File: src/hdl/mqpp_pkg.sv
// Package: shared constants, command and status codes for the queue placer.
`default_nettype none
package mqpp_pkg;
    localparam int MAXQ_DEF   = 8;
    localparam int QDEPTH_DEF = 16;

    localparam logic [1:0] CMD_ENQ = 2'd0;
    localparam logic [1:0] CMD_DEQ = 2'd1;
    localparam logic [1:0] CMD_ADD = 2'd2;
    localparam logic [1:0] CMD_REM = 2'd3;

    localparam logic [2:0] ST_OK    = 3'd0;
    localparam logic [2:0] ST_EMPTY = 3'd1;
    localparam logic [2:0] ST_FULL  = 3'd2;
    localparam logic [2:0] ST_BADQ  = 3'd3;
    localparam logic [2:0] ST_LIMIT = 3'd4;

    typedef enum logic [2:0] {
        S_IDLE,
        S_CMD,
        S_SCAN,
        S_PLACE,
        S_REM,
        S_DONE
    } state_t;

    // Operation broadcast to every cell of one queue
    typedef enum logic [2:0] {
        OP_NONE,
        OP_INSERT,
        OP_POP,
        OP_LOAD,
        OP_CLEAR
    } cell_op_t;

    // One slot entry
    typedef struct packed {
        logic        [15:0] tag;
        logic signed [15:0] prio;
    } slot_t;
endpackage
`default_nettype wire

File: src/hdl/mqpp_cell.sv
// One slot cell: holds one entry and shifts with its neighbors.
`default_nettype none
module mqpp_cell
    import mqpp_pkg::*;
(
    input  wire logic        clk,
    input  wire cell_op_t    op,
    input  wire logic        ins_here,   // insert point is this cell
    input  wire logic        ins_below,  // insert point is before this cell
    input  wire slot_t       new_slot,
    input  wire slot_t       prev_slot,
    input  wire slot_t       next_slot,
    input  wire slot_t       load_slot,
    input  wire logic signed [15:0] cmp_prio,
    output logic             ge,         // held priority >= cmp_prio
    output slot_t            slot
);
    slot_t slot_reg;
    slot_t slot_next;

    assign slot = slot_reg;
    assign ge   = slot_reg.prio >= cmp_prio;

    // Pick next contents from op
    always_comb
    begin
        slot_next = slot_reg;
        unique case (op)
            OP_INSERT:
            begin
                if (ins_here)
                    slot_next = new_slot;
                else if (ins_below)
                    slot_next = prev_slot;
            end
            OP_POP:   slot_next = next_slot;
            OP_LOAD:  slot_next = load_slot;
            OP_CLEAR: slot_next = slot_reg;
            default:  slot_next = slot_reg;
        endcase
    end

    always_ff @(posedge clk)
    begin
        slot_reg <= slot_next;
    end
endmodule
`default_nettype wire

File: src/hdl/mqpp_queue.sv
// One queue: a row of cells with fill count and insert position search.
`default_nettype none
module mqpp_queue
    import mqpp_pkg::*;
#(
    parameter int QDEPTH = QDEPTH_DEF,
    localparam int FW = $clog2(QDEPTH + 1)
)
(
    input  wire logic        clk,
    input  wire logic        rst_n,
    input  wire cell_op_t    op,
    input  wire slot_t       new_slot,
    input  wire slot_t       load_slots [QDEPTH],
    input  wire logic [FW-1:0] load_fill,
    output slot_t            slots [QDEPTH],
    output logic [FW-1:0]    fill,
    output logic [FW-1:0]    pos
);
    logic [FW-1:0] fill_reg;
    logic [FW-1:0] fill_next;
    logic [QDEPTH-1:0] ge;
    logic [QDEPTH-1:0] hit;
    slot_t prv [QDEPTH];
    slot_t nxt [QDEPTH];

    assign fill = fill_reg;

    // Mark cells that are valid and at or above the new priority
    always_comb
    begin
        for (int i = 0; i < QDEPTH; i++)
            hit[i] = ge[i] && (FW'(i) < fill_reg);
    end

    // First hit, or fill when none; cells are sorted so hits are a suffix
    always_comb
    begin
        pos = fill_reg;
        for (int i = QDEPTH - 1; i >= 0; i--)
            if (hit[i])
                pos = FW'(i);
    end

    genvar g;
    generate
        for (g = 0; g < QDEPTH; g++)
        begin : g_cell
            if (g == 0)
            begin : g_first
                assign prv[g] = new_slot;
            end
            else
            begin : g_rest
                assign prv[g] = slots[g-1];
            end
            if (g == QDEPTH - 1)
            begin : g_last
                assign nxt[g] = slots[g];
            end
            else
            begin : g_mid
                assign nxt[g] = slots[g+1];
            end
            mqpp_cell u_cell (
                .clk       (clk),
                .op        (op),
                .ins_here  (pos == FW'(g)),
                .ins_below (pos < FW'(g)),
                .new_slot  (new_slot),
                .prev_slot (prv[g]),
                .next_slot (nxt[g]),
                .load_slot (load_slots[g]),
                .cmp_prio  (new_slot.prio),
                .ge        (ge[g]),
                .slot      (slots[g])
            );
        end
    endgenerate

    // Track fill with op
    always_comb
    begin
        fill_next = fill_reg;
        unique case (op)
            OP_INSERT: fill_next = fill_reg + FW'(1);
            OP_POP:    fill_next = fill_reg - FW'(1);
            OP_LOAD:   fill_next = load_fill;
            OP_CLEAR:  fill_next = '0;
            default:   fill_next = fill_reg;
        endcase
    end

    always_ff @(posedge clk or negedge rst_n)
    begin
        if (!rst_n)
            fill_reg <= '0;
        else
            fill_reg <= fill_next;
    end
endmodule
`default_nettype wire
File: config.mk
export PLATFORM = sky130hd
export DESIGN_NAME = mqpp_queue
export DESIGN_NICKNAME = d
export VERILOG_FILES = /design/src/hdl/mqpp_pkg.sv /design/src/hdl/mqpp_cell.sv /design/src/hdl/mqpp_queue.sv
export SDC_FILE = /design/constraint.sdc
export NUM_CORES = 1
export LEC_CHECK = 0
export BUFFER_PORTS_ARGS = -buffer_cell sky130_fd_sc_hd__buf_2
export CAP_MARGIN = 25
export CORE_AREA = 5 5 421 423
export CTS_BUF_LIST = sky130_fd_sc_hd__clkbuf_4 sky130_fd_sc_hd__clkbuf_8
export CTS_CLUSTER_DIAMETER = 50
export CTS_CLUSTER_SIZE = 40
export DETAILED_ROUTE_END_ITERATION = 7
export DIE_AREA = 0 0 426 428
export HOLD_SLACK_MARGIN = 0.08
export MAX_ROUTING_LAYER = met4
export PLACE_DENSITY_LB_ADDON = 0.15
export SLEW_MARGIN = 20
export SYNTH_ARGS = -nofsm -noshare
export SYNTH_HDL_FRONTEND = slang
export SYNTH_SLANG_ARGS = --single-unit
File: constraint.sdc
create_clock -name clk -period 6 [get_ports clk]
set_input_delay 0.6 -clock clk [delete_from_list [all_inputs] [get_ports clk]]
set_output_delay 0.6 -clock clk [all_outputs]
set_load 0.02 [all_outputs]
# --- Yosys cells after proc, flatten, opt, wreduce, memory -nomap -nowiden ---
# Index checks and enable logic that the tools add are counted.
classes:
  div_mod_pow: 0
  eq_ne: 35
  muxes: 65
  order_cmp: 48
  bitwise: 0
  shift: 0
  reduce_logical: 36
  mul: 0
  n_addsub: 2
op_table:
  columns: ["operator", "count"]
  rows:
  - ["$pmux 32 s3", 15]
  - ["$mux 32", 32]
  - ["$ge 16x16->1", 16]
  - ["$mux 5", 16]
  - ["$pmux 32 s2", 1]
  - ["$ne 3x1->1 const B", 16]
  - ["$eq 5x4->1 const B", 8]
  - ["$lt 4x5->1 const A", 8]
  - ["$lt 5x4->1 const B", 8]
  - ["$reduce_and 2->1", 16]
  - ["$eq 5x3->1 const B", 4]
  - ["$lt 3x5->1 const A", 4]
  - ["$lt 5x3->1 const B", 4]
  - ["$pmux 5 s4", 1]
  - ["$logic_and 1x1->1", 16]
  - ["$eq 5x2->1 const B", 2]
  - ["$lt 1x5->1 const A", 2]
  - ["$lt 2x5->1 const A", 2]
  - ["$lt 5x1->1 const B", 2]
  - ["$lt 5x2->1 const B", 2]
  - ["$eq 3x2->1 const B", 2]
  - ["$add 5x1->5 const B", 1]
  - ["$eq 5x1->1 const B", 1]
  - ["$logic_not 5->1", 1]
  - ["6 further kinds", 6]
word_totals:
  latchBits: 0
  ramBits: 0
  memories: 0
  register_bits: 517
  romBits: 0
  output_inout_bits: 522

# --- Depth between registers and ports, before layout ---
depth:
  depth_word: 22
  ltp_mapped: 16
  depth_no_buf: 13

# --- Modules after synthesis ---
# From an unflattened synthesis, not the netlist that was laid out.
hier_totals:
  cells_unflattened: 3981
  hier_area_um2: 39570.5
by_module_without_submodules:
  columns: ["module", "instances", "area_each_um2", "cells_per_inst"]
  rows:
  - ["mqpp_cell at g_cell[0].u_cell ...", 12, 2387.3, 235]
  - ["mqpp_cell at g_cell[14].u_cell ...", 4, 2384.8, 236]
  - ["mqpp_queue", 1, 1383.8, 217]

# --- Worst setup path before layout ---
# OpenSTA, ideal clock, no wires.
synth_timing:
  kind: "input-to-reg"
  start: "input port new_slot[7] in the netlist's numbering"
  end: "register g_cell[2].u_cell.slot_reg, in the netlist g_cell[2].u_cell.slot[0], enable pin"
  path_stages: 13
  t_arrival_ns: 5.618
  path_slack_ns: -0.010
  required_ns: 5.608
  n_path_buf: 2
  setup_ns: 0.392
  cell_sequence: "inv_1 -> ha_1 -> a211oi_1 -> nand2_1 -> o211ai_1 -> a21oi_1 -> a211oi_1 -> nand2b_1 -> clkbuf_1 -> nor3_1 -> clkbuf_1 -> a21oi_1 -> and2_1"
synth_via:
  elab_chain_len: 21
  word_cells_on_any_way: 52
synth_rtl:
  columns: ["element", "line", "source"]
  rows:
  - ["start, declared", "mqpp_queue.sv:13", "input wire slot_t new_slot,"]
  - ["$ge 16x16->1", "mqpp_cell.sv:22", "assign ge = slot_reg.prio >= cmp_prio;"]
  - ["$logic_and 1x1->1", "mqpp_queue.sv:33", "hit[i] = ge[i] && (FW'(i) < fill_reg);"]
  - ["$mux 5 (15 in series)", "mqpp_queue.sv:41", "if (hit[i])"]
  - ["$mux 5 *", "mqpp_queue.sv:41", null]
  - ["$lt 5x2->1 or $eq 5x2->1 (tied branches)", "mqpp_queue.sv:69, mqpp_queue.sv:68", null]
  - ["$ne 3x1->1 (no line) *", null, null]
  - ["$reduce_and 2->1 (no line) *", null, null]
  - ["end signal, assigned", "mqpp_cell.sv:45", "slot_reg <= slot_next;"]
  - ["end, declared", "mqpp_cell.sv:18", "slot_t slot_reg;"]
# Every way passes the cells marked *; elsewhere a longest branch is shown, timed or not.
# A chain may end at the register's enable or synchronous reset.

# --- Final worst setup path ---
layout_timing:
  start: "register g_cell[14].u_cell.slot_reg, in the netlist g_cell[14].u_cell.slot[14]"
  end: "output port pos[0]"
layout_via:
  elab_chain_len: 17
layout_rtl:
  columns: ["element", "line", "source"]
  rows:
  - ["start, declared", "mqpp_cell.sv:18", null]
  - ["start signal, assigned", "mqpp_cell.sv:45", null]
  - ["$ge 16x16->1", "mqpp_cell.sv:22", null]
  - ["$logic_and 1x1->1", "mqpp_queue.sv:33", null]
  - ["$mux 5 (15 in series)", "mqpp_queue.sv:41", null]
  - ["end, declared", "mqpp_queue.sv:18", "output logic [FW-1:0] pos"]
# Every way passes these cells.

==> results.toml <==
[finish]
seq_area_um2 = 15500
syn2layout_area_growth_pct = 33.1
largest_register_ffs = 512
multi_input_area_um2 = 21000
drive_above_1_share_pct = 33.8
design_area_um2 = 50700
nNetsFinal = 5458
stdcell_count = 7099
fillCellCount = 18500

[synthesis]
ys.warnings.count = 0
ys_ff_latch = 517
synthFlopType = "edfxtp_1"
synth.net_count = 4334
synth_area_leaders = "edfxtp_1 40%, mux2i_1 13%, ha_1 8.5%"
postSynthCellCount = 3521
synth.most_common_cell = "edfxtp_1"
ys_seq_area_share_pct = 40.7
synth_cell_types = 83
synth_area_per_cell_um2 = 10.8
synthArstFlopShare_pct = 0.967
synth_common_cells = "512 x edfxtp_1, 482 x mux2i_1, 354 x o211ai_1"
synth_top_area_share_pct = 40.3
syn-cell-area_um2 = 38100
synth-edff-count = 512
yosysTopAreaCell = "edfxtp_1"

[pwr]
pwr-share-clk_pct = 28.5
p_seq_share_pct = 35.5
power.switching_mw = 6.69
netSwitchingFraction_pct = 44.6
p_int_mw = 8.31
p_comb_share_pct = 36.0
p_per_area_nw_per_um2 = 296
leakagePower_nw = 20.4
ir_worst_vdd_mv = 0.209

[clock_network]
cts_sinks = 517
clk_pin_slew_ps = 70
clk_path_buf_depth = 3
clock_latency_ps = 900
root_buffer = "clkbuf_8"
ctsHoldBuffers = 104
cts-buffers-inserted = 103
tritoncts = "yes"
cts_resized = 0
htreeDepth = 3
cts_setup_buffers = 0

[floorplanning]
rows = 153
start_util_pct = 22.0
core_area_um2 = 173000
ios = 1076
die_y_um = 428
die_w_um = 426
dieArea_um2 = 182000

[grt]
grt_start_max_net_pins = 170
grt_pass1_wl_um = 372000
grt_usage_pct = 30.5
grt_antenna_before_repair = 62
grt_pass1_vias = 40000
grt_overflow = 0

[placement]
dpl_cell_area_um2 = 47300
gp_congestion = 0.940
numPortBuffers = 1075
hpwl_um = 220000
dpl.cell_count = 6761

[sta]
setup_viol = 0
worstMarginPinSlew_ps = 1110
fin_crit_ps = 5660
hold_viol = 0
timing.fmax_ghz = 0.177
setup_tns_ps = 0
clock_skew_ps = 107
grt_setup_unrepaired = "no"
max_slew_margin_pct = 26.1
fin_crit_sh_pct = 94.3
drv_slew = 0

[min_path]
hold_path_class = "in2reg"

[route]
drtIter0Drc = 3703
via_per_inst = 5.71
drc = 0
routed_wirelength_um = 284000
drtAntennaViolNets = 0
drt-wirelength-per-cell_um = 40.0
num_vias = 40500
dr.pass1.iters = 6

[critical_path]
reg2reg_slack_ps = 920
slowest_stage = "edfxtp_1"
critical_path_class = "reg2out"
crit_path_end_kind = "output pin"
start_kind = "register"
cp.required_ps = 5400
cp_max_fo = 105
worstPathArrival_ps = 5060
slowest_delay_ps = 770
crit_chain = "ha_1 > nand4_1 > nor3_1 > a2111o_1 > a21oi_1 > mux2i_1 > buf_4 > a21boi_0 > o21a_1 > o21ai_4 > inv_8 > buf_12 > buf_2"

[run]
cap_viol_max_count = 0

[run_status]
status = "finished clean"
==> worst max-delay path: cells and delay by family (launching register included) <==
kind | cells | cell delay [ps]
adder cells (fa/ha/maj) | 1 | 370
buffers and inverters | 4 | 980
multiplexers | 1 | 360
AND/OR/NAND/NOR | 2 | 250
AO/OA/AOI/OAI | 5 | 1320
flip-flops | 1 | 770
==> worst paths after layout <==
| check | from | to | cells past startpoint |
|---|---|---|---|
| setup / recovery | g_cell[14].u_cell.slot[14] | pos[0] | 13 |
| hold / removal | load_slots[200] | g_cell[9].u_cell.slot[8] | 3 |
| setup reg to reg | g_cell[4].u_cell.slot[5] | g_cell[9].u_cell.slot[29] | 12 |
| hold reg to reg | g_cell[5].u_cell.slot[31] | g_cell[6].u_cell.slot[31] | 2 |
| max in group asynchronous | rst_n | fill[3] | 2 |
| min in group asynchronous | rst_n | fill[2] | 2 |
==> cell families (layout without fill, tap and decap cells) <==
group,Yosys count,after routing,synth area share (%)
other cells,0,46,0
compound gates,1264,1264,25.8
simple gates,544,544,7.29
mux,484,484,12.7
flops,517,517,40.7
fa+ha+maj,259,259,8.50
buf+inv,453,1660,4.99
==> per-layer routing <==
| layer | routed length [um] | GRT usage (%) | up-vias |
|---|---|---|---|
| met5 | 0 | - | - |
| met4 | 21300 | 18.3 | 0 |
| met3 | 15800 | 4.97 | 641 |
| met2 | 148000 | 54.5 | 2155 |
| met1 | 99400 | 31.2 | 20700 |
| li1 | - | - | 17000 |
==> power groups by stage <==
stage	clock (mW)	combinational (mW)	sequential [mW]
2_1_floorplan	0	2.49	5.27
5_1_grt	4.51	5.67	5.30
4_1_cts	4.38	5.36	5.31
6_report	4.28	5.41	5.32
3_3_place_gp	0	5.26	5.39
3_5_place_dp	0	5.29	5.38
==> placed cells by master (no fill, tap or decap), types with 9 or more instances in the layout <==
| cell | n |
|---|---|
| a211oi_1 | 20 |
| a21o_1 | 22 |
| a21oi_1 | 74 |
| a22oi_1 | 71 |
| a311o_1 | 65 |
| a31oi_1 | 82 |
| buf_12 | 40 |
| buf_2 | 1074 |
| buf_4 | 183 |
| clkbuf_8 | 104 |
| clkinv_1 | 13 |
| clkinv_2 | 9 |
| clkinvlp_4 | 9 |
| diode_2 | 46 |
| dlygate4sd3_1 | 104 |
| edfxtp_1 | 512 |
| ha_1 | 259 |
| inv_1 | 65 |
| inv_6 | 20 |
| inv_8 | 10 |
| mux2i_1 | 482 |
| nand2_1 | 121 |
| nand2_2 | 11 |
| nand2b_1 | 13 |
| nand3_1 | 58 |
| nand4_1 | 75 |
| nor2_1 | 101 |
| nor2b_1 | 14 |
| nor3_1 | 17 |
| nor4_1 | 70 |
| o211ai_1 | 354 |
| o21a_1 | 13 |
| o21ai_0 | 144 |
| o221ai_1 | 258 |
| o221ai_2 | 59 |
| or3_1 | 9 |
==> per-stage QoR <==
step	hold slack, ps	setup slack [ps]	util [%]	total power, mW
after global routing	109	206	29.3	15.5
after detailed placement	424	101	27.3	10.7
after global placement	420	121	27.3	10.7
after floorplan	304	141	-	7.76
final	152	340	29.3	15.0
after CTS	80.5	421	29.3	15.0
==> layout make-up <==
type	instances	share of cell area, %
Clock inverter	79	1.63
Timing Repair Buffer	1404	17.0
Clock buffer	109	2.89
Antenna cell	46	0.227
Inverter	68	0.523
Tap cell	2325	5.73
Sequential cell	517	30.5
Multi-Input combinational cell	2551	41.4
(Power assumes the default switching activity.)
